File: config.mk
export PLATFORM = sky130hd
export DESIGN_NAME = uvgh_alu
export DESIGN_NICKNAME = d
export VERILOG_FILES = /design/src/sv/uvgh_pkg.sv /design/src/sv/uvgh_alu.sv
export SDC_FILE = /design/constraint.sdc
export NUM_CORES = 1
export LEC_CHECK = 0
export ABC_AREA = 1
export BUFFER_PORTS_ARGS = -buffer_cell sky130_fd_sc_hd__buf_2
export CAP_MARGIN = 15
export CORE_ASPECT_RATIO = 0.6
export CORE_UTILIZATION = 53
export DETAILED_ROUTE_END_ITERATION = 10
export GPL_TIMING_DRIVEN = 0
export PLACE_DENSITY_LB_ADDON = 0.25
export SLEW_MARGIN = 20
export SYNTH_ARGS = -nofsm -noshare
export SYNTH_HDL_FRONTEND = slang
export SYNTH_SLANG_ARGS = --single-unit
File: constraint.sdc
create_clock -name vclk -period 2.3
set_input_delay 0.345 -clock vclk [all_inputs]
set_output_delay 0.345 -clock vclk [all_outputs]
set_load 0.02 [all_outputs]
File: src/sv/uvgh_pkg.sv
// Shared constants, types and helper functions for the uv grid histogram descriptor.
// Used by the top level, the binner and the subtract unit; no dependencies of its own.
package uvgh_pkg;

  localparam int MAX_COLS   = 64;
  localparam int MAX_ROWS   = 64;
  localparam int COUNT_BITS = 16;

  // Field and register widths fixed by the interface.
  localparam int CFG_W    = 7;
  localparam int COORD_W  = 16;
  localparam int BIN_W    = 6;
  localparam int FUNC_W   = 2;
  localparam int OUT_W    = 16;
  localparam int CIDX_W   = 2;

  localparam int MAX_DIM  = (MAX_COLS > MAX_ROWS) ? MAX_COLS : MAX_ROWS;
  localparam int SIZE_LOG = $clog2(MAX_DIM + 1);
  localparam int SIZE_W   = (SIZE_LOG > CFG_W) ? SIZE_LOG : CFG_W;
  localparam int IDX_W    = (SIZE_W + 1 > BIN_W) ? SIZE_W + 1 : BIN_W;
  localparam int DEPTH    = MAX_COLS * MAX_ROWS;
  localparam int ADDR_LOG = $clog2(DEPTH);
  localparam int ADDR_W   = (ADDR_LOG > 1) ? ADDR_LOG : 1;

  // Divide of count * 2^32 by the total, then square root of the quotient.
  localparam int QW      = COUNT_BITS + 32;
  localparam int SQ      = QW / 2;
  localparam int ALU_W   = (COUNT_BITS + 1 > SQ + 3) ? COUNT_BITS + 1 : SQ + 3;
  localparam int STEP_W  = $clog2(QW);

  localparam logic [17:0] HALF_Q15 = 18'd16384;
  localparam logic [17:0] ONE_Q15  = 18'd32768;

  // Function codes.
  localparam logic [FUNC_W-1:0] FUNC_ADD   = 2'd0;
  localparam logic [FUNC_W-1:0] FUNC_READ  = 2'd1;
  localparam logic [FUNC_W-1:0] FUNC_CLEAR = 2'd2;
  localparam logic [FUNC_W-1:0] FUNC_NOP   = 2'd3;

  // Configuration register indexes.
  localparam logic [CIDX_W-1:0] REG_GRID_COLS = 2'd0;
  localparam logic [CIDX_W-1:0] REG_GRID_ROWS = 2'd1;
  localparam logic [CIDX_W-1:0] REG_FLIP_U    = 2'd2;
  localparam logic [CIDX_W-1:0] REG_FLIP_V    = 2'd3;

  // Bin lookup result handed from the binner to the sequencer.
  typedef struct packed {
    logic              hit;
    logic [ADDR_W-1:0] addr;
  } bin_addr_t;

  // Result of the shared subtract and compare unit.
  typedef struct packed {
    logic             ge;
    logic [ALU_W-1:0] diff;
  } alu_res_t;

  function automatic logic [SIZE_W-1:0] eff_size(input logic [CFG_W-1:0] r,
                                                 input int unsigned maxv);
    logic [SIZE_W-1:0] rv;
    logic [SIZE_W-1:0] mv;
    rv = SIZE_W'(r);
    mv = SIZE_W'(maxv);
    if (rv == '0) begin
      return SIZE_W'(1);
    end else if (rv > mv) begin
      return mv;
    end
    return rv;
  endfunction

  function automatic logic [COUNT_BITS-1:0] sat_inc(input logic [COUNT_BITS-1:0] c);
    return (c == '1) ? c : c + COUNT_BITS'(1);
  endfunction

  function automatic logic [OUT_W-1:0] sat16_cnt(input logic [COUNT_BITS-1:0] c);
    return (64'(c) > 64'd65535) ? '1 : OUT_W'(c);
  endfunction

  function automatic logic [OUT_W-1:0] sat16_root(input logic [SQ-1:0] r);
    return (64'(r) > 64'd65535) ? '1 : OUT_W'(r);
  endfunction

endpackage

File: src/sv/uvgh_alu.sv
// Shared subtract and compare unit used by every step of the divide and the root.
// Depends on uvgh_pkg.
module uvgh_alu (
  input  logic [uvgh_pkg::ALU_W-1:0] a,
  input  logic [uvgh_pkg::ALU_W-1:0] b,
  output uvgh_pkg::alu_res_t         res
);
  import uvgh_pkg::*;

  logic [ALU_W:0] d;

  always_comb begin
    d        = {1'b0, a} - {1'b0, b};
    res.ge   = !d[ALU_W];
    res.diff = d[ALU_W-1:0];
  end

endmodule

== Yosys cells after proc, flatten, opt, wreduce, memory -nomap -nowiden ==
Cells that the tools add are included.

* Logic and storage cells: 2
* Latch bits: 0
* Output and inout port bits: 28
* Bits in registers: 0
* Bits of input ports: 54
* Memories kept: 0
* Bits in read-only memories: 0
* RAM bits: 0

* Divide/modulo/power cells: 0
* Shift operators: 0
* Mux-type cells: 0
* Bitwise operators: 0
* Add/subtract/negate cells: 1
* $lt $le $gt $ge: 0
* Multiply operators: 0
* Reduce and logical (&&, ||, !) cells: 1
* Eq/ne operators: 0

{| class="wikitable"
|+ Operators with widths
! kind !! count
|-
| subtractor 27 x 27 -> 28 bit || 1
|-
| zero test 1 bit || 1
|}

== Logic depth before layout (Yosys ltp) ==
Gate-level depths: netlist (run 1).

* Depth in word-level cells: 2
* Gate-level depth with buffers: 12
* Gate-level depth less buffers: 12

== Worst setup path before layout (run 1) ==
OpenSTA, ideal clock, no wires.

* Kind: in2out
* Start point: input a[0] in the netlist's numbering
* End point: output res[8] in the netlist's numbering
* Data arrival time: 1.783 ns
* Slack: 0.172 ns
* Stages on the path: 9
* Data required time: 1.955 ns
* Path buffers: 0
* Cell sequence: inv_1 > ha_1 > fa_1 > inv_1 > nand3_1 > nand3_1 > nand2_1 > nand2_1 > xor2_1

{| class="wikitable"
|+ RTL lines
! element !! line !! text
|-
| start, declared || uvgh_alu.sv:4 || <nowiki>input logic [uvgh_pkg::ALU_W-1:0] a,</nowiki>
|-
| end, declared || uvgh_alu.sv:6 || <nowiki>output uvgh_pkg::alu_res_t res</nowiki>
|}

==> results of run 1 <==
per-layer routing:
layer | share of wire | vias to the layer above
met4 | 0.0096 | 0
met5 | 0 | -
li1 | - | 1464
met2 | 0.42 | 109
met1 | 0.49 | 1252
met3 | 0.078 | 8
Yosys cell counts (all sizes together):
master / count / area share
clkinv: 1 / 0.0018
nor2: 34 / 0.076
or2: 2 / 0.0059
and2: 3 / 0.010
a21oi: 17 / 0.040
nand2: 173 / 0.31
o21bai: 3 / 0.011
xor2: 10 / 0.041
xnor2: 3 / 0.012
o21ai: 5 / 0.012
nor3: 2 / 0.012
ha: 27 / 0.16
nand3: 29 / 0.073
fa: 1 / 0.0094
nand4: 10 / 0.029
inv: 110 / 0.19
through the flow:
step / cell area (sq um) / instances / hold slack (ps) / setup WS (ps)
finish: 2766 / 562 / 1103 / 0.5875
CTS: 2620 / 560 / 1048 / 25.79
detailed placement: 2603 / 559 / 1046 / -190.2
global route: 2766 / 562 / 1109 / -29.15
global placement: 2603 / 559 / 1045 / -163.3
floorplan: 2133 / 430 / 871.5 / 172.2
power groups by stage:
stage               clock network, mW  registers [mW]  logic, mW
floorplan                           0               0      0.556
global placement                    0               0      0.779
finish                              0               0      0.874
global route                        0               0      0.951
CTS                                 0               0      0.803
detailed placement                  0               0      0.794
what timing repair did:
item / 4_1_cts / 5_1_grt
cloned: 0 / 0
endpoints found under the setup margin: 7 / 13
buffers inserted: 1 / 2
hold endpoints to repair: 0 / 0
pin swaps: 0 / 4
gates resized for setup: 4 / 40
layout make-up:
cell class         instances  area [sq um]
inverters                111         416.7
repair buffers            85         449.2
fillers                  371         998.5
well taps                 47         58.81
multi-input cells        319          1842
cells by family after synthesis:
| group | Yosys count | synth area share |
|---|---|---|
| adder cells (fa/ha/maj) | 28 | 0.1677 |
| AND/OR/NAND/NOR | 253 | 0.5214 |
| XOR/XNOR | 13 | 0.05337 |
| buffers and inverters | 111 | 0.1953 |
| AO/OA/AOI/OAI | 25 | 0.06217 |
final timing paths:
check,start,endpoint,slack [ps]
max,a[0],res[20],0.6
min,b[0],res[0],1100
==> flow_summary.ini, run 1 <==
[outcome]
status = complete, but fails checks
failed_checks = design-rule violations

[global_routing]
grt_overflow = 0
use_met3 = 0.003231
top_usage_layer = met1
grt_usage = 0.2895
grt_pass1_vias = 2212
grt_max_degree = 7
use_met1 = 0.4631
grt_first_pass_wirelength_um = 9949
antenna_found_initial = 0
met2_usage = 0.4440

[synth]
postSynthAreaPerCell_sq_um = 4.961
ys_types = 24
synthCells = 430
ys_warn_count = 0
synth_fp_nets = 512
synth.yosys.seq_area_share = 0
synth_area_sq_um = 2133

[route]
drt-total-wl_um = 6776
avgViaCountPerCell = 5.041
num_vias = 2833
dr.pass1.iters = 8
ant_nets = 0
drtIter0Drc = 187
drc_errors = 6
wl_per_cell_um = 12.06

[setup_path]
critPathBufInv = 5
cp.depth = 13
required_ps = 1960
crit_chain = buf_2 -> inv_1 -> ha_4 -> fa_2 -> inv_2 -> nand3_1 -> nand3_2 -> buf_4 -> nand3_1 -> nand3_1 -> nand2_1 -> nand2_1 -> buf_4
critPathTopFamily = simple AND/OR/NAND/NOR gates
cp_common_cell = nand3_1
slowest_delay_ps = 390
worstPathArrival_ps = 1950
crit_type = input port to output port
path_max_fanout = 3
cp-end-kind = output port
crit_slowest_cell = fa_2
worst_setup_path_start_kind = input port

[cells_and_area]
final_cell_mix = nand2_1, inv_1, buf_2
seqCellArea_sq_um = 0
final_common_cell = nand2_1
drive_gt1_frac = 0.2835
final_util = 0.7348
n_antenna_cell = 0
finalNetCount = 599
syn_to_final_growth_pct = 29.68
design.seq.count = 0
clockBufferCount = 0

[timing]
slew_headroom = 0.7847
hold_viol = 0
tns_ps = 0
setup_violations = 0
min_period_ps = 2299
slew_viol_final = 0
rsz0062_at_grt = yes
max_freq_mhz = 434.9
tightest_slew_ps = 319.6
min_period_over_period = 0.9997

[floorplanning]
ios = 82
die_y_um = 51.15
rows = 17
die_w_um = 83.91
coreArea_sq_um = 3765
initial_utilization = 0.5666
fp.dieArea_sq_um = 4291

[power_and_ir_drop]
design_power_total_mw = 0.8744
power_per_cell_area_nw_per_um2 = 316.1
power_frac_clock = 0
p_sw_frac = 0.6369
p_sw_mw = 0.5569
ir_drop_uv = 179.0
power_frac_seq = 0
power_frac_comb = 1.000
internal_power_mw = 0.3175
p_leak_nw = 1.776

[placement]
portBuffers = 82
place_congestion = 1.002
dp_hpwl_um = 5660

[clocking]
ctsHoldBuffers = 0

[job]
drv_cap = 0

[hold_path]
hp-class = input port to output port
min_path_cells = 4
(Power assumes the default switching activity.)
==> run 2: changes to the inputs <==
--- a/config.mk
+++ b/config.mk
@@ -5,11 +5,13 @@
 export SDC_FILE = /design/constraint.sdc
 export NUM_CORES = 1
 export LEC_CHECK = 0
-export ABC_AREA = 1
+export ABC_AREA = 0
 export BUFFER_PORTS_ARGS = -buffer_cell sky130_fd_sc_hd__buf_2
 export CAP_MARGIN = 15
+export CELL_PAD_IN_SITES_DETAIL_PLACEMENT = 2
+export CELL_PAD_IN_SITES_GLOBAL_PLACEMENT = 2
 export CORE_ASPECT_RATIO = 0.6
-export CORE_UTILIZATION = 53
+export CORE_UTILIZATION = 24
 export DETAILED_ROUTE_END_ITERATION = 10
 export GPL_TIMING_DRIVEN = 0
 export PLACE_DENSITY_LB_ADDON = 0.25
==> flow_summary.ini, run 2 <==
[setup_path]
cp-end-kind = output port
worst_setup_path_start_kind = input port
worstPathArrival_ps = 2480
crit_type = input port to output port
path_max_fanout = 5
required_ps = 1960

[cells_and_area]
seqCellArea_sq_um = 0
final_area_sq_um = 3597
nFillCells = 716
finalNetCount = 478
n_antenna_cell = 0
final_cell_mix = buf_4, buf_2, buf_6
design.seq.count = 0
multi_input_area_sq_um = 2277
clockBufferCount = 0
final_common_cell = buf_4
drive_gt1_frac = 0.6421
syn_to_final_growth_pct = 115.4

[route]
wl_per_cell_um = 28.78
drt-total-wl_um = 13850
num_vias = 2772
drc_errors = 0
dr.pass1.iters = 4
drtIter0Drc = 154
ant_nets = 0
avgViaCountPerCell = 5.763

[placement]
dp_hpwl_um = 5875
pre_cts_slack_ps = -559.1
portBuffers = 82
place_congestion = 0.7478
place_area_sq_um = 2411

[job]
drv_cap = 0

[power_and_ir_drop]
power_frac_comb = 1.000
power_per_cell_area_nw_per_um2 = 411.3
p_leak_nw = 1.595
p_sw_frac = 0.5593
p_sw_mw = 0.8274
power_frac_seq = 0
internal_power_mw = 0.6520
ir_drop_uv = 165.7
power_frac_clock = 0

[timing]
setup_violations = 21
hold_viol = 0
min_period_over_period = 1.228
tightest_slew_ps = 460.6
max_freq_mhz = 354.0
fin_ws_ps = -524.5
min_period_ps = 2825
slew_headroom = 0.6929
rsz0062_at_grt = yes
slew_viol_final = 0

[synth]
ys_types = 40
synth_top_area_frac = 0.2022
synth.yosys.seq_area_share = 0
ys_top_cells_by_count = inv_1, a21oi_1, ha_1
synthCells = 267
ys_warn_count = 0
synth_fp_nets = 349
postSynthAreaPerCell_sq_um = 6.256
yosysMostFrequentCell = inv_1
synth_largest_area_cell = ha_1
ys_top_cells_by_area = ha_1, a21oi_1, inv_1
synth_area_sq_um = 1670

[floorplanning]
die_y_um = 66.62
coreArea_sq_um = 6705
fp.dieArea_sq_um = 7308
initial_utilization = 0.2491
ios = 82
rows = 23
die_w_um = 109.7

[global_routing]
grt_pass1_vias = 2854
antenna_found_initial = 0
grt_max_degree = 11
grt_first_pass_wirelength_um = 16480
grt_overflow = 0
grt_usage = 0.3012

[outcome]
status = complete, but fails checks
failed_checks = negative setup slack

[hold_path]
hp-class = input port to output port
==> run 2: changes by cell type in the layout (fill, tap and decap cells not counted), sizes merged, moves of 11 or more <==
cell   change
inv       -72
nand3     -19
xnor2     +11
o21ai     +11
a21oi     +17
nand2    -148
nor2      -12
buf       +48
==> run 2: cells by family (layout without fill, tap and decap cells) <==
group | Yosys count | after routing | share of synthesized area
and+or+nand+nor | 84 | 84 | 0.2375
muxes | 3 | 3 | 0.01798
xor gates and xnor gates | 18 | 18 | 0.09438
adders and majority gates | 28 | 28 | 0.2142
AOI/OAI and AO/OA | 87 | 87 | 0.3251
buffers and inverters | 47 | 174 | 0.1109
==> run 2: final timing paths <==
check | startpoint | end | slack, ps | cells after the start
worst min-delay path | b[0] | res[0] | 1070 | 4
worst max-delay path | b[22] | res[25] | -520 | 10
==> run 2: power groups by stage <==
| stage | Clock, mW | Sequential (mW) | Combinational [mW] |
|---|---|---|---|
| global route | 0 | 0 | 1.53 |
| CTS | 0 | 0 | 1.21 |
| finish | 0 | 0 | 1.48 |
| floorplan | 0 | 0 | 0.607 |
| detailed placement | 0 | 0 | 0.880 |
| global placement | 0 | 0 | 0.852 |
==> run 2: per-layer routing <==
layer / wire length [um] / up-vias / GRT usage
li1: - / 1205 / -
met1: 5755 / 1370 / 0.3924
met2: 6726 / 141 / 0.5448
met3: 634 / 56 / 0.02055
met4: 728 / 0 / 0.06333
met5: 0 / - / 0
==> run 2: what timing repair did <==
item	4_1_cts	5_1_grt
gates resized for setup	142	55
buffers inserted	33	17
pin swaps	46	23
hold buffers	0	0
setup endpoints to repair	20	20
==> run 2: worst max-delay path: stages <==
cell      delay [ps]
buf_2            100
inv_2             70
ha_4             230
a21oi_1          380
o21bai_1         120
a21oi_1          420
mux2i_1          290
o31ai_2          140
nor3_4           240
buf_6            140
==> run 2: final cells by class <==
type | instances | area share
plain buffers | 6 | 0.01739
multi-input cells | 220 | 0.6330
repair buffers | 130 | 0.2755
inverters | 38 | 0.04383
well taps | 87 | 0.03026
==> run 2: stage by stage <==
step | std cells | setup TNS (ps) | power (mW) | hold slack [ps] | utilization
global placement | 436 | -5470 | 0.8517 | 1077 | 0.3596
detailed placement | 436 | -6347 | 0.8802 | 1093 | 0.3596
floorplan | 267 | -11.55 | 0.6074 | 872.1 | -
CTS | 469 | -2847 | 1.212 | 1050 | 0.4947
finish | 481 | -5548 | 1.479 | 1068 | 0.5365
global route | 481 | -6593 | 1.534 | 1090 | 0.5365
==> run 3: changes to the inputs <==
--- a/config.mk
+++ b/config.mk
@@ -5,7 +5,7 @@
 export SDC_FILE = /design/constraint.sdc
 export NUM_CORES = 1
 export LEC_CHECK = 0
-export ABC_AREA = 0
+export ABC_AREA = 1
 export BUFFER_PORTS_ARGS = -buffer_cell sky130_fd_sc_hd__buf_2
 export CAP_MARGIN = 15
 export CELL_PAD_IN_SITES_DETAIL_PLACEMENT = 2
@@ -15,7 +15,6 @@
 export DETAILED_ROUTE_END_ITERATION = 10
 export GPL_TIMING_DRIVEN = 0
 export PLACE_DENSITY_LB_ADDON = 0.25
-export SLEW_MARGIN = 20
 export SYNTH_ARGS = -nofsm -noshare
 export SYNTH_HDL_FRONTEND = slang
 export SYNTH_SLANG_ARGS = --single-unit
==> flow_summary.ini, run 3 (synthesis gave the netlist of run 1 again) <==
[cells_and_area]
final_cell_mix = nand2_1, inv_1, buf_2
finalNetCount = 601
instances_no_fill = 629
final_area_sq_um = 3039
final_common_cell = nand2_1
n_antenna_cell = 0
clockBufferCount = 0
drive_gt1_frac = 0.3308
syn_to_final_growth_pct = 42.46
seqCellArea_sq_um = 0
design.seq.count = 0

[setup_path]
crit_type = input port to output port
path_max_fanout = 3
cp-end-kind = output port
worstPathArrival_ps = 1960
worst_setup_path_start_kind = input port
required_ps = 1960

[clocking]
ctsHoldBuffers = 0

[timing]
rsz0062_at_grt = yes
min_period_over_period = 1.004
slew_headroom = 0.7937
max_freq_mhz = 433.0
tightest_slew_ps = 308.8
holdWs_ps = 1122
hold_viol = 0
setup_violations = 1
slew_viol_final = 0
fin_ws_ps = -9.322
min_period_ps = 2309

[power_and_ir_drop]
power_per_cell_area_nw_per_um2 = 326.3
p_leak_nw = 1.811
ir_drop_uv = 84.20
design_power_total_mw = 0.9917

[route]
drc_errors = 0
wl_per_cell_um = 16.17
drt-total-wl_um = 10170
drtIter0Drc = 72
ant_nets = 0
avgViaCountPerCell = 4.645
num_vias = 2922
dr.pass1.iters = 4

[job]
drv_cap = 0

[outcome]
failed_checks = negative setup slack
status = complete, but fails checks

[hold_path]
hp-start = b[0]
holdPathEnd = res[0]
hp-class = input port to output port
min_path_cells = 4

[floorplanning]
ios = 82
rows = 26
die_w_um = 123.7
initial_utilization = 0.2493
coreArea_sq_um = 8556
fp.dieArea_sq_um = 9282
die_y_um = 75.03

[global_routing]
antenna_found_initial = 0
grt_overflow = 0
grt_max_degree = 7
grt_first_pass_wirelength_um = 14650
grt_pass1_vias = 2959
grt_usage = 0.2054

[placement]
portBuffers = 82
pre_cts_slack_ps = -359.4
dp_hpwl_um = 8485
place_congestion = 0.8189
place_area_sq_um = 2684
placed_cells = 624
## run 3: cell types whose count changed in the layout (fill, tap and decap cells not counted), moves of 8 or more
cell,before,now
buf_6,35,4
o21ai_2,8,0
inv_1,22,105
nand2_2,6,29
nor2_4,2,11
buf_2,45,76
nand2_1,18,144
buf_4,51,7
nand3_1,7,22
ha_2,2,11
a21o_1,8,0
ha_4,20,8
xor2_1,2,10
## run 3: how the worst max path moves through the flow
| stage | end | slack [ps] | depth (start not counted) | start |
|---|---|---|---|---|
| final | res[6] | -9 | 12 | a[0] |
| after CTS | res[20] | 7 | 13 | a[0] |
| after global routing | res[6] | -90 | 12 | a[0] |
| after detailed placement | res[22] | -360 | 14 | a[0] |
| after global placement | res[24] | -250 | 14 | a[0] |
| after floorplan | res[8] | 170 | 9 | a[0] |
## run 3: critical path, stage by stage
cell and delay (ps):
buf_2 90, inv_1 70, ha_4 160, fa_2 380, inv_2 80, nand3_2 80, nand3_4 90, nand2_2 60
nand2_2 100, buf_4 120, xor2_1 190, buf_2 200
## run 3: repair_timing
action / CTS / global route
resized for setup: 19 / 65
gates cloned: 0 / 0
pin swaps: 2 / 11
endpoints found under the setup margin: 14 / 20
setup buffers: 1 / 4
## run 3: cell type report
cell class | count | area [sq um]
Multi-Input combinational cell | 319 | 2004
Tap cell | 112 | 140.1
Fill cell | 1133 | 5517
Timing Repair Buffer | 87 | 478.0
Inverter | 111 | 416.7
## run 3: stage by stage
stage	TNS, ps	util
6_report	-9.322	0.3552
3_5_place_dp	-2217	0.3137
4_1_cts	0	0.3222
5_1_grt	-455.4	0.3552
3_3_place_gp	-1326	0.3137
2_1_floorplan	0	-
## run 3: power breakdown
part | internal, mW | leakage (nW) | switching, mW
Combinational | 0.362 | 1.81 | 0.630
Sequential | 0 | 0 | 0
Clock | 0 | 0 | 0
## run 3: layer usage
layer | track usage | part of all wire | wire, um | vias up
li1 | - | - | - | 1466
met1 | 0.3075 | 0.52 | 5240 | 1417
met2 | 0.3500 | 0.46 | 4688 | 35
met3 | 0.0007576 | 0.019 | 196 | 4
met4 | 0.002677 | 0.0044 | 45 | 0
met5 | 0 | 0 | 0 | -
