### src/sv/uvgh_pkg.sv
// Shared constants, types and helper functions for the uv grid histogram descriptor.
// Used by the top level, the binner and the subtract unit; no dependencies of its own.
package uvgh_pkg;

  localparam int MAX_COLS   = 64;
  localparam int MAX_ROWS   = 64;
  localparam int COUNT_BITS = 16;

  // Field and register widths fixed by the interface.
  localparam int CFG_W    = 7;
  localparam int COORD_W  = 16;
  localparam int BIN_W    = 6;
  localparam int FUNC_W   = 2;
  localparam int OUT_W    = 16;
  localparam int CIDX_W   = 2;

  localparam int MAX_DIM  = (MAX_COLS > MAX_ROWS) ? MAX_COLS : MAX_ROWS;
  localparam int SIZE_LOG = $clog2(MAX_DIM + 1);
  localparam int SIZE_W   = (SIZE_LOG > CFG_W) ? SIZE_LOG : CFG_W;
  localparam int IDX_W    = (SIZE_W + 1 > BIN_W) ? SIZE_W + 1 : BIN_W;
  localparam int DEPTH    = MAX_COLS * MAX_ROWS;
  localparam int ADDR_LOG = $clog2(DEPTH);
  localparam int ADDR_W   = (ADDR_LOG > 1) ? ADDR_LOG : 1;

  // Divide of count * 2^32 by the total, then square root of the quotient.
  localparam int QW      = COUNT_BITS + 32;
  localparam int SQ      = QW / 2;
  localparam int ALU_W   = (COUNT_BITS + 1 > SQ + 3) ? COUNT_BITS + 1 : SQ + 3;
  localparam int STEP_W  = $clog2(QW);

  localparam logic [17:0] HALF_Q15 = 18'd16384;
  localparam logic [17:0] ONE_Q15  = 18'd32768;

  // Function codes.
  localparam logic [FUNC_W-1:0] FUNC_ADD   = 2'd0;
  localparam logic [FUNC_W-1:0] FUNC_READ  = 2'd1;
  localparam logic [FUNC_W-1:0] FUNC_CLEAR = 2'd2;
  localparam logic [FUNC_W-1:0] FUNC_NOP   = 2'd3;

  // Configuration register indexes.
  localparam logic [CIDX_W-1:0] REG_GRID_COLS = 2'd0;
  localparam logic [CIDX_W-1:0] REG_GRID_ROWS = 2'd1;
  localparam logic [CIDX_W-1:0] REG_FLIP_U    = 2'd2;
  localparam logic [CIDX_W-1:0] REG_FLIP_V    = 2'd3;

  // Bin lookup result handed from the binner to the sequencer.
  typedef struct packed {
    logic              hit;
    logic [ADDR_W-1:0] addr;
  } bin_addr_t;

  // Result of the shared subtract and compare unit.
  typedef struct packed {
    logic             ge;
    logic [ALU_W-1:0] diff;
  } alu_res_t;

  function automatic logic [SIZE_W-1:0] eff_size(input logic [CFG_W-1:0] r,
                                                 input int unsigned maxv);
    logic [SIZE_W-1:0] rv;
    logic [SIZE_W-1:0] mv;
    rv = SIZE_W'(r);
    mv = SIZE_W'(maxv);
    if (rv == '0) begin
      return SIZE_W'(1);
    end else if (rv > mv) begin
      return mv;
    end
    return rv;
  endfunction

  function automatic logic [COUNT_BITS-1:0] sat_inc(input logic [COUNT_BITS-1:0] c);
    return (c == '1) ? c : c + COUNT_BITS'(1);
  endfunction

  function automatic logic [OUT_W-1:0] sat16_cnt(input logic [COUNT_BITS-1:0] c);
    return (64'(c) > 64'd65535) ? '1 : OUT_W'(c);
  endfunction

  function automatic logic [OUT_W-1:0] sat16_root(input logic [SQ-1:0] r);
    return (64'(r) > 64'd65535) ? '1 : OUT_W'(r);
  endfunction

endpackage

### src/sv/uvgh_binner.sv
// Maps an added point, or a requested read position, to a grid store address.
// Depends on uvgh_pkg.
module uvgh_binner (
  input  logic                          is_read,
  input  logic [uvgh_pkg::COORD_W-1:0]  point_u,
  input  logic [uvgh_pkg::COORD_W-1:0]  point_v,
  input  logic [uvgh_pkg::BIN_W-1:0]    bin_col,
  input  logic [uvgh_pkg::BIN_W-1:0]    bin_row,
  input  logic [uvgh_pkg::CFG_W-1:0]    grid_cols,
  input  logic [uvgh_pkg::CFG_W-1:0]    grid_rows,
  input  logic                          flip_u,
  input  logic                          flip_v,
  output uvgh_pkg::bin_addr_t           bin
);
  import uvgh_pkg::*;

  logic [SIZE_W-1:0] cols;
  logic [SIZE_W-1:0] rows;
  logic [17:0]       x;
  logic [17:0]       y;
  logic              x_ok;
  logic              y_ok;
  logic [IDX_W-1:0]  col_pt;
  logic [IDX_W-1:0]  row_pt;
  logic [IDX_W-1:0]  col_sel;
  logic [IDX_W-1:0]  row_sel;
  logic              rd_ok;

  // Mirror (in 18 bits so that -1.0 becomes exactly +1.0), then add one half.
  function automatic logic [17:0] shift_coord(input logic [COORD_W-1:0] c,
                                              input logic flip);
    logic [17:0] ce;
    ce = {{2{c[COORD_W-1]}}, c};
    return (flip ? -ce : ce) + HALF_Q15;
  endfunction

  // floor(x * n / 2^15), clamped to the last bin.
  function automatic logic [IDX_W-1:0] to_bin(input logic [17:0] xv,
                                              input logic [SIZE_W-1:0] n);
    logic [COORD_W+SIZE_W-1:0] prod;
    logic [SIZE_W:0]           idx;
    logic [SIZE_W:0]           last;
    prod = xv[COORD_W-1:0] * n;
    idx  = (SIZE_W + 1)'(prod >> 15);
    last = (SIZE_W + 1)'(n) - (SIZE_W + 1)'(1);
    return IDX_W'((idx > last) ? last : idx);
  endfunction

  always_comb begin
    cols    = eff_size(grid_cols, MAX_COLS);
    rows    = eff_size(grid_rows, MAX_ROWS);
    x       = shift_coord(point_u, flip_u);
    y       = shift_coord(point_v, flip_v);
    x_ok    = !x[17] && (x <= ONE_Q15);
    y_ok    = !y[17] && (y <= ONE_Q15);
    col_pt  = to_bin(x, cols);
    row_pt  = to_bin(y, rows);
    rd_ok   = (IDX_W'(bin_col) < IDX_W'(cols)) && (IDX_W'(bin_row) < IDX_W'(rows));
    col_sel = is_read ? IDX_W'(bin_col) : col_pt;
    row_sel = is_read ? IDX_W'(bin_row) : row_pt;
    bin.hit  = is_read ? rd_ok : (x_ok && y_ok);
    bin.addr = ADDR_W'(32'(row_sel) * MAX_COLS + 32'(col_sel));
  end

endmodule

### config.mk
export PLATFORM = sky130hd
export DESIGN_NAME = uvgh_binner
export DESIGN_NICKNAME = d
export VERILOG_FILES = /design/src/sv/uvgh_pkg.sv /design/src/sv/uvgh_binner.sv
export SDC_FILE = /design/constraint.sdc
export NUM_CORES = 1
export LEC_CHECK = 0
export BUFFER_PORTS_ARGS = -buffer_cell sky130_fd_sc_hd__buf_2
export CORE_MARGIN = 8
export CORE_UTILIZATION = 69
export DETAILED_ROUTE_END_ITERATION = 8
export GPL_TIMING_DRIVEN = 0
export PLACE_DENSITY = 0.88
export RECOVER_POWER = 25
export SETUP_SLACK_MARGIN = 0.5
export SLEW_MARGIN = 20
export SYNTH_ARGS = -nofsm -noshare
export SYNTH_HDL_FRONTEND = slang
export SYNTH_SLANG_ARGS = --single-unit
### constraint.sdc
create_clock -name vclk -period 21.4
set_clock_uncertainty 0.15 [all_clocks]
set_input_delay 3.21 -clock vclk [all_inputs]
set_output_delay 3.21 -clock vclk [all_outputs]
set_load 0.02 [all_outputs]
* Word-level counts from Yosys, hierarchy flattened
Index checks and enable logic that the tools add are counted.
** Cells by class
- $add $sub $neg :: 7
- Multipliers :: 2
- Magnitude comparators :: 8
- Mux-type cells :: 17
- Reductions and logical operators :: 8
** Operators with widths (count)
- 16-bit by 7-bit multiplier with 23-bit output :: 2
- 7-bit two-way mux :: 6
- 18-bit by 15-bit adder with 18-bit output, second input constant :: 2
- 18-bit by 16-bit less-or-equal comparator with 1-bit output, second input constant :: 2
- 18-bit two-way mux :: 2
- 18-bit negator :: 2
- 8-bit greater-than comparator :: 2
- 8-bit two-way mux :: 2
- 7-bit by 1-bit subtractor with 8-bit output, second input constant :: 2
- 7-bit greater-than comparator, second input constant :: 2
- 7-bit logical NOT :: 2
- 6-bit by 7-bit less-than comparator with 1-bit output :: 2
- 12-bit by 8-bit adder with 12-bit output :: 1
- 6-bit two-way mux :: 2
- 1-bit two-way mux :: 5
- 1-bit logical AND :: 4
- 1-bit logical NOT :: 2
** Word-level totals
- Register bits after elaboration :: 0
- Input bits :: 61
- Output and inout port bits :: 13
- Logic and storage cells :: 42

* Depth between registers and ports, before layout
Gate-level depths: netlist of run 1.
- Word-level depth :: 9
- Mapped depth :: 38
- Gate-level depth less buffers :: 38

* Least setup slack after synthesis of run 1
No wires, ideal clock.
- Path type :: input to output
- Start :: in point_v[6] (netlist bit)
- End :: out bin[11] (netlist bit)
- Data arrival time :: 11.491 ns
- Data required time :: 18.040 ns
- Slack :: 6.549 ns
- Cell stages on the path :: 36
- Buffers on the path :: 0
- Cell sequence :: or4_4 -> or4_4 -> nand2_1 -> xor2_1 -> nor2b_1 -> fa_1 -> inv_1 -> fa_1 -> inv_1 -> fa_1 -> inv_1 -> fa_1 -> inv_1 -> ha_1 -> o21ai_0 -> o21a_1 -> o21bai_1 -> a21oi_1 -> a21oi_1 -> or2_1 -> a21oi_1 -> xnor2_1 -> ha_1 -> a21o_1 -> a21oi_1 -> nand2b_1 -> o21ai_0 -> mux2_2 -> o21ai_0 -> ha_1 -> a21oi_1 -> nor2_1 -> nand2_1 -> o21ai_0 -> nand4_1 -> xor2_1
** RTL lines
- from (decl) :: line uvgh_binner.sv:6 : input logic [uvgh_pkg::COORD_W-1:0] point_v,
- to (decl) :: line uvgh_binner.sv:13 : output uvgh_pkg::bin_addr_t bin

==> flow_metrics.tcl, run 1 <==
set metrics [dict create \
    hp-class "primary input to output port" \
    p_per_area_nw_per_um2 59.6 \
    regArea_um2 0 \
    synth_commonest_cells "inv_1, nor2_1, fa_1" \
    synth_compound_area_frac 0.118 \
    slowest_delay_ns 0.67 \
    dp_slack_ns 5.09 \
    hpwlAfterDp_mm 18.8 \
    dieWidth_um 126 \
    synthAdderAreaFrac 0.497 \
    yosysMostFrequentCell "inv_1" \
    grt_max_degree 12 \
    p_leak_nw 4.64 \
    crit_fanout 7 \
    io_pins 74 \
    period_minus_slack_ns 16.74 \
    drive_above_1_share 0.0843 \
    ir_worst_vdd_uv 58.0 \
    area_growth_pct 6.49 \
    coreArea_um2 12000 \
    ys_top_cells_by_area "fa_1, ha_1, inv_1" \
    slew_viol_final 0 \
    cts_resized 0 \
    seq_cells 0 \
    finalSetupTns_ns 0 \
    drt_iter0_markers 595 \
    drv_cap 0 \
    portBuffers 73 \
    arrival_ns 13.38 \
    synth_top_family_by_area "adder cells" \
    routed_wl_mm 22.1 \
    dr.pass1.iters 5 \
    first_global_vias 7728 \
    critical_path_required_ns 18.04 \
    synth_area_per_cell_um2 7.88 \
    gp_congestion 0.923 \
    slew_headroom 0.382 \
    ys_seq_area_frac 0 \
    path_common_cell "ha_1" \
    cp-end-kind "output port" \
    core.rowCount 40 \
    yosys.area.top_type "fa_1" \
    grt_pass1_wl_mm 36.5 \
    critPathLaunchType "primary input" \
    crit_slowest_cell "xnor2_1" \
    dieArea_um2 15900 \
    status "finished clean" \
    postRouteAntennaNets 0 \
    max_freq_ghz 0.0597 \
    yosys.area_share.simple 0.213 \
    routedWlPerCell_um 17.2 \
    utilization 0.747 \
    start_util 0.702 \
    fp.dieH_um 126 \
    grt_use_total 0.277 \
    final_nets 1453 \
    holdBufCountCts 0 \
    placed_cells 1286 \
    critPathKind "primary input to output port" \
    placed_area_um2 8940 \
    yosysWarnings 0 \
    vias_per_cell 6.00 \
    stdcell_count 1288 \
    drc 0 \
    synth_mux_area_frac 0.0115 \
    synth_xor_area_frac 0.0614 \
    finalCritPeriodShare 0.782 \
    netlist_instances 1065 \
    overflow 0 \
    layout_setup_ws_ns 4.66 \
    num_vias 7731 \
    antenna_found_initial 2 \
    worstMarginPinSlew_ns 0.921 \
    final-setup-viol-count 0 \
    hold_violations 0 \
    netlist-cell-type-count 62 \
    n_clock_buffer 0 \
    syn_area_um2 8390 \
    stdcell_area_um2 8940 \
    post_cts_buffers 0 \
    yosys.area.top_type_share 0.327 \
    rsz0062_at_grt "no" \
]
stage by stage:
step	hold slack (ns)	total power [W]
2_1_floorplan	6.46	0.000399
3_3_place_gp	6.63	0.000509
3_5_place_dp	6.64	0.000525
4_1_cts	6.64	0.000530
5_1_grt	6.68	0.000605
6_report	6.64	0.000532
where the power goes:
| group | switching (W) | internal, W |
|---|---|---|
| registers | 0 | 0 |
| logic | 0.000321 | 0.000211 |
| clock network | 0 | 0.0000000000125 |
| total | 0.000321 | 0.000211 |
layer usage:
layer  GRT usage  wire length [um]  up-vias
met5           0                 0        -
met4      0.0630               483        0
met3      0.0570              2030       54
met2       0.461             10600      326
met1       0.362              9020     3768
li1            -                 -     3583
kinds of logic after synthesis:
kind of cell    count (synthesis)
simple gates                  384
mux                             8
other cells                     1
compound gates                144
fa+ha+maj                     251
buf+inv                       219
xor+xnor                       58
path summary, 6_finish.rpt:
| check | startpoint | to | slack [ns] | depth (start not counted) |
|---|---|---|---|---|
| setup / recovery | point_v[0] | bin[11] | 4.66 | 38 |
| hold / removal | bin_col[0] | bin[0] | 6.64 | 4 |
layout make-up:
cell class         instances  area, um2
well taps                147        184
inverters                192        721
fillers                  924       3030
repair buffers            73        364
plain buffers             27        103
multi-input cells        847       7560
diodes                     2       5.00
worst max-delay path, delay by kind of cell:
kind	cells	cell delay, ns
fa+ha+maj	9	2.95
compound gates	10	2.87
simple gates	10	2.22
xor+xnor	3	1.01
buf+inv	5	0.69
mux	1	0.43
cell usage in the layout, fill, tap and decap left out, drive strengths merged, types with 3 or more instances in the layout:
| master | Yosys | routed |
|---|---|---|
| o311ai | 4 | 4 |
| clkbuf | 24 | 25 |
| nor2 | 151 | 151 |
| fa | 137 | 137 |
| or3 | 6 | 6 |
| mux2i | 4 | 4 |
| o21bai | 3 | 3 |
| a31oi | 6 | 6 |
| o41ai | 9 | 9 |
| o21a | 7 | 7 |
| xnor2 | 28 | 28 |
| or4 | 5 | 5 |
| nor3 | 11 | 11 |
| nand2 | 99 | 99 |
| o21ai | 35 | 35 |
| a21o | 8 | 8 |
| ha | 114 | 114 |
| a21oi | 30 | 30 |
| nand4 | 8 | 8 |
| buf | 3 | 75 |
| a31o | 4 | 4 |
| nand2b | 31 | 31 |
| o211ai | 5 | 5 |
| nor2b | 31 | 31 |
| nor4 | 6 | 6 |
| o31a | 4 | 4 |
| and4 | 3 | 3 |
| inv | 192 | 192 |
| and2 | 10 | 10 |
| o31ai | 12 | 12 |
| o2111ai | 4 | 4 |
| xor2 | 30 | 30 |
| nand3 | 16 | 16 |
| a211oi | 3 | 3 |
| mux2 | 3 | 3 |
Power figures use the tool's default switching activity.
==> run 2, diff against run 1 <==
--- a/config.mk
+++ b/config.mk
@@ -7,10 +7,10 @@
 export LEC_CHECK = 0
 export BUFFER_PORTS_ARGS = -buffer_cell sky130_fd_sc_hd__buf_2
 export CORE_MARGIN = 8
-export CORE_UTILIZATION = 69
+export CORE_UTILIZATION = 64
 export DETAILED_ROUTE_END_ITERATION = 8
 export GPL_TIMING_DRIVEN = 0
-export PLACE_DENSITY = 0.88
+export PLACE_DENSITY = 0.82
 export RECOVER_POWER = 25
 export SETUP_SLACK_MARGIN = 0.5
 export SLEW_MARGIN = 20
==> constraint.sdc (replaced) <==
create_clock -name vclk -period 16.5
set_clock_uncertainty 0.15 [all_clocks]
set_input_delay 2.475 -clock vclk [all_inputs]
set_output_delay 2.475 -clock vclk [all_outputs]
set_load 0.02 [all_outputs]
==> flow_metrics.tcl, run 2 (synthesis gave the netlist of run 1 again) <==
set metrics [dict create \
    final_nets 1453 \
    grt_max_degree 12 \
    crit_slowest_cell "xnor2_1" \
    routed_wl_mm 22.7 \
    regArea_um2 0 \
    io_pins 74 \
    finalSetupTns_ns 0 \
    cts_resized 0 \
    hp-class "primary input to output port" \
    final_common_cell "inv_1" \
    seq_power_share 0 \
    fp.dieH_um 131 \
    grt_pass1_wl_mm 38.3 \
    area_growth_pct 6.86 \
    crit_end "bin[11]" \
    hold_violations 0 \
    dr.pass1.iters 5 \
    core.rowCount 42 \
    p_switching_w 0.000421 \
    placed_area_um2 8980 \
    intPower_w 0.000274 \
    grt_use_total 0.281 \
    critical_path_required_ns 13.88 \
    coreArea_um2 13000 \
    critPathKind "primary input to output port" \
    drc 0 \
    utilization 0.688 \
    hpwlAfterDp_mm 19.2 \
    crit_fanout 7 \
    dieWidth_um 131 \
    p_comb_frac 1.000 \
    worstMarginPinSlew_ns 0.998 \
    fillers 1119 \
    num_vias 7672 \
    crit_path_start "point_v[0]" \
    first_global_vias 8000 \
    max_freq_ghz 0.0660 \
    overflow 0 \
    slew_viol_final 0 \
    gp_congestion 0.939 \
    rsz0062_at_grt "no" \
    mostFrequentLayoutCells "inv_1, nor2_1, fa_1" \
    slew_headroom 0.332 \
    finalCritPeriodShare 0.918 \
    start_util 0.644 \
    portBuffers 73 \
    status "finished clean" \
    drt_iter0_markers 619 \
    diodes 0 \
    cp-end-kind "output port" \
    critPathLaunchType "primary input" \
    drv_cap 0 \
    seq_cells 0 \
    antenna_found_initial 2 \
    vias_per_cell 5.83 \
    dieArea_um2 17000 \
    drive_above_1_share 0.0843 \
    period_minus_slack_ns 15.14 \
    arrival_ns 12.52 \
    slowest_delay_ns 0.63 \
    multi_input_area_um2 7560 \
    final-setup-viol-count 0 \
    p_leak_nw 4.64 \
    p_sw_frac 0.606 \
    path_common_cell "ha_1" \
    n_clock_buffer 0 \
    holdBufCountCts 0 \
    ir_worst_vdd_uv 95.8 \
    routedWlPerCell_um 17.3 \
    clkPwrFrac 0 \
    stdcell_area_um2 8970 \
    postRouteAntennaNets 0 \
    post_cts_buffers 0 \
    p_per_area_nw_per_um2 77.5 \
]
[run 2: cell types whose count changed in the layout (fill, tap and decap cells not counted)]
cell     before  now
diode_2       2    0
[run 2: worst min path at each step]
stage | start | to | depth (start not counted)
6_report | bin_col[0] | bin[0] | 4
5_1_grt | bin_col[0] | bin[0] | 4
4_1_cts | bin_col[0] | bin[0] | 4
3_5_place_dp | bin_col[0] | bin[0] | 4
3_3_place_gp | bin_col[0] | bin[0] | 4
2_1_floorplan | bin_col[4] | bin[4] | 2
[run 2: cell type report]
| cell class | instances | area share |
|---|---|---|
| inverter | 192 | 0.0804 |
| timing repair buffer | 73 | 0.0406 |
| buffer | 27 | 0.0114 |
| tap | 176 | 0.0246 |
| multi-input combinational | 847 | 0.843 |
[run 2: worst max-delay path, delay by kind of cell]
family | cells | cell delay (ns)
adders and majority gates | 9 | 3.07
AOI/OAI and AO/OA | 10 | 2.82
and+or+nand+nor | 10 | 2.17
xor gates and xnor gates | 3 | 0.97
buffers and inverters | 5 | 0.60
muxes | 1 | 0.40
[run 2: through the flow]
step / hold slack (ns) / std cells / setup slack (ns) / power (W)
after floorplan: 4.99 / 1066 / 3.12 / 0.000517
after global placement: 5.14 / 1315 / 1.71 / 0.000667
after detailed placement: 5.15 / 1315 / 1.63 / 0.000685
after CTS: 5.15 / 1315 / 1.53 / 0.000692
after global routing: 5.20 / 1315 / 0.628 / 0.000796
final: 5.16 / 1315 / 1.36 / 0.000695
[run 2: routing by layer]
layer	routed length, um	share of wire	up-vias	global-route usage
met1	9540	0.42	3712	0.376
li1	-	-	3579	-
met4	396	0.017	4	0.0513
met3	2090	0.092	42	0.0593
met2	10600	0.47	335	0.463
met5	23	0.0010	-	0
[run 2: power by group through the flow]
stage | combinational [W] | clock (W) | sequential [W]
floorplan | 0.000517 | 0 | 0
global placement | 0.000667 | 0 | 0
detailed placement | 0.000685 | 0 | 0
CTS | 0.000692 | 0 | 0
global route | 0.000796 | 0 | 0
finish | 0.000695 | 0 | 0
==> run 3, diff against run 2 <==
--- a/config.mk
+++ b/config.mk
@@ -10,7 +10,7 @@
 export CORE_UTILIZATION = 64
 export DETAILED_ROUTE_END_ITERATION = 8
 export GPL_TIMING_DRIVEN = 0
-export PLACE_DENSITY = 0.82
+export PLACE_DENSITY = 0.85
 export RECOVER_POWER = 25
 export SETUP_SLACK_MARGIN = 0.5
 export SLEW_MARGIN = 20
==> flow_metrics.tcl, run 3 (synthesis gave the netlist of run 1 again) <==
set metrics [dict create \
    seq_cells 0 \
    fp.dieH_um 131 \
    rsz0062_at_grt "no" \
    dieWidth_um 131 \
    drc 0 \
    p_leak_nw 4.64 \
    stdcell_count 1316 \
    grt_pass1_wl_mm 37.5 \
    mostFrequentLayoutCells "inv_1, nor2_1, fa_1" \
    regArea_um2 0 \
    first_global_vias 8030 \
    holdBufCountCts 0 \
    portBuffers 73 \
    critPathLaunchType "primary input" \
    ir_worst_vdd_uv 81.6 \
    n_clock_buffer 0 \
    core.rowCount 42 \
    worstMarginPinSlew_ns 0.938 \
    crit_fanout 7 \
    critPathKind "primary input to output port" \
    antenna_found_initial 2 \
    critical_path_required_ns 13.88 \
    post_cts_buffers 0 \
    routedWlPerCell_um 17.0 \
    hpwlAfterDp_mm 19.0 \
    cp-end-kind "output port" \
    final_nets 1453 \
    drive_above_1_share 0.0843 \
    start_util 0.644 \
    max_freq_ghz 0.0663 \
    area_growth_pct 6.89 \
    cts_resized 0 \
    finalCritPeriodShare 0.915 \
    grt_max_degree 12 \
    slew_headroom 0.371 \
    drt_iter0_markers 512 \
    routed_wl_mm 22.3 \
    slowest_delay_ns 0.63 \
    final-setup-viol-count 0 \
    placed_cells 1315 \
    grt_use_total 0.274 \
    num_vias 7740 \
    status "finished clean" \
    hold_violations 0 \
    p_per_area_nw_per_um2 77.5 \
    drv_cap 0 \
    p_total_w 0.000695 \
    arrival_ns 12.46 \
    dieArea_um2 17000 \
    vias_per_cell 5.88 \
    io_pins 74 \
    overflow 0 \
    final_common_cell "inv_1" \
    dr.pass1.iters 5 \
    coreArea_um2 13000 \
    crit_slowest_cell "xnor2_1" \
    hp-class "primary input to output port" \
    finalSetupTns_ns 0 \
    postRouteAntennaNets 0 \
    period_minus_slack_ns 15.09 \
    slew_viol_final 0 \
    gp_congestion 0.967 \
    fillers 1129 \
    path_common_cell "ha_1" \
]
[run 3: cell count changes in the layout (fill, tap and decap cells not counted), sizes merged]
cell / delta
diode: +1
[run 3: final cells by class]
cell class | instances | area [um2] | area share
Inverter | 192 | 721 | 0.0803
Antenna cell | 1 | 2.50 | 0.000279
Tap cell | 176 | 220 | 0.0246
Timing Repair Buffer | 73 | 364 | 0.0406
Buffer | 27 | 103 | 0.0114
Multi-Input combinational cell | 847 | 7560 | 0.843
[run 3: worst max-delay path, delay by kind of cell]
family,cells,cell delay [ns]
AO/OA/AOI/OAI,10,2.79
adder cells (fa/ha/maj),9,3.08
XOR/XNOR,3,0.95
multiplexers,1,0.40
buffers and inverters,5,0.63
AND/OR/NAND/NOR,10,2.14
[run 3: stage by stage]
step | instance area (um2) | utilization | setup slack, ns | hold WS, ns
2_1_floorplan | 8400 | - | 3.12 | 4.99
3_3_place_gp | 8980 | 0.689 | 1.81 | 5.15
3_5_place_dp | 8980 | 0.689 | 1.72 | 5.15
4_1_cts | 8980 | 0.689 | 1.62 | 5.16
5_1_grt | 8970 | 0.688 | 0.638 | 5.18
6_report | 8970 | 0.688 | 1.41 | 5.16
[run 3: power by group]
group / switching, W / total [W] / internal, W
Combinational: 0.000419 / 0.000695 / 0.000276
Clock: 0 / 0.00000000000814 / 0.00000000000813
Sequential: 0 / 0 / 0
Total: 0.000419 / 0.000695 / 0.000276
[run 3: path summary, 6_finish.rpt]
| check | startpoint | to | slack [ns] | cells after the start |
|---|---|---|---|---|
| setup / recovery | point_v[0] | bin[11] | 1.41 | 38 |
| hold / removal | bin_col[0] | bin[0] | 5.16 | 4 |
[run 3: metal layers]
metal  share of wire  track usage
met1            0.41        0.357
met3           0.099       0.0601
met5          0.0012            0
met4           0.026       0.0689
met2            0.46        0.452
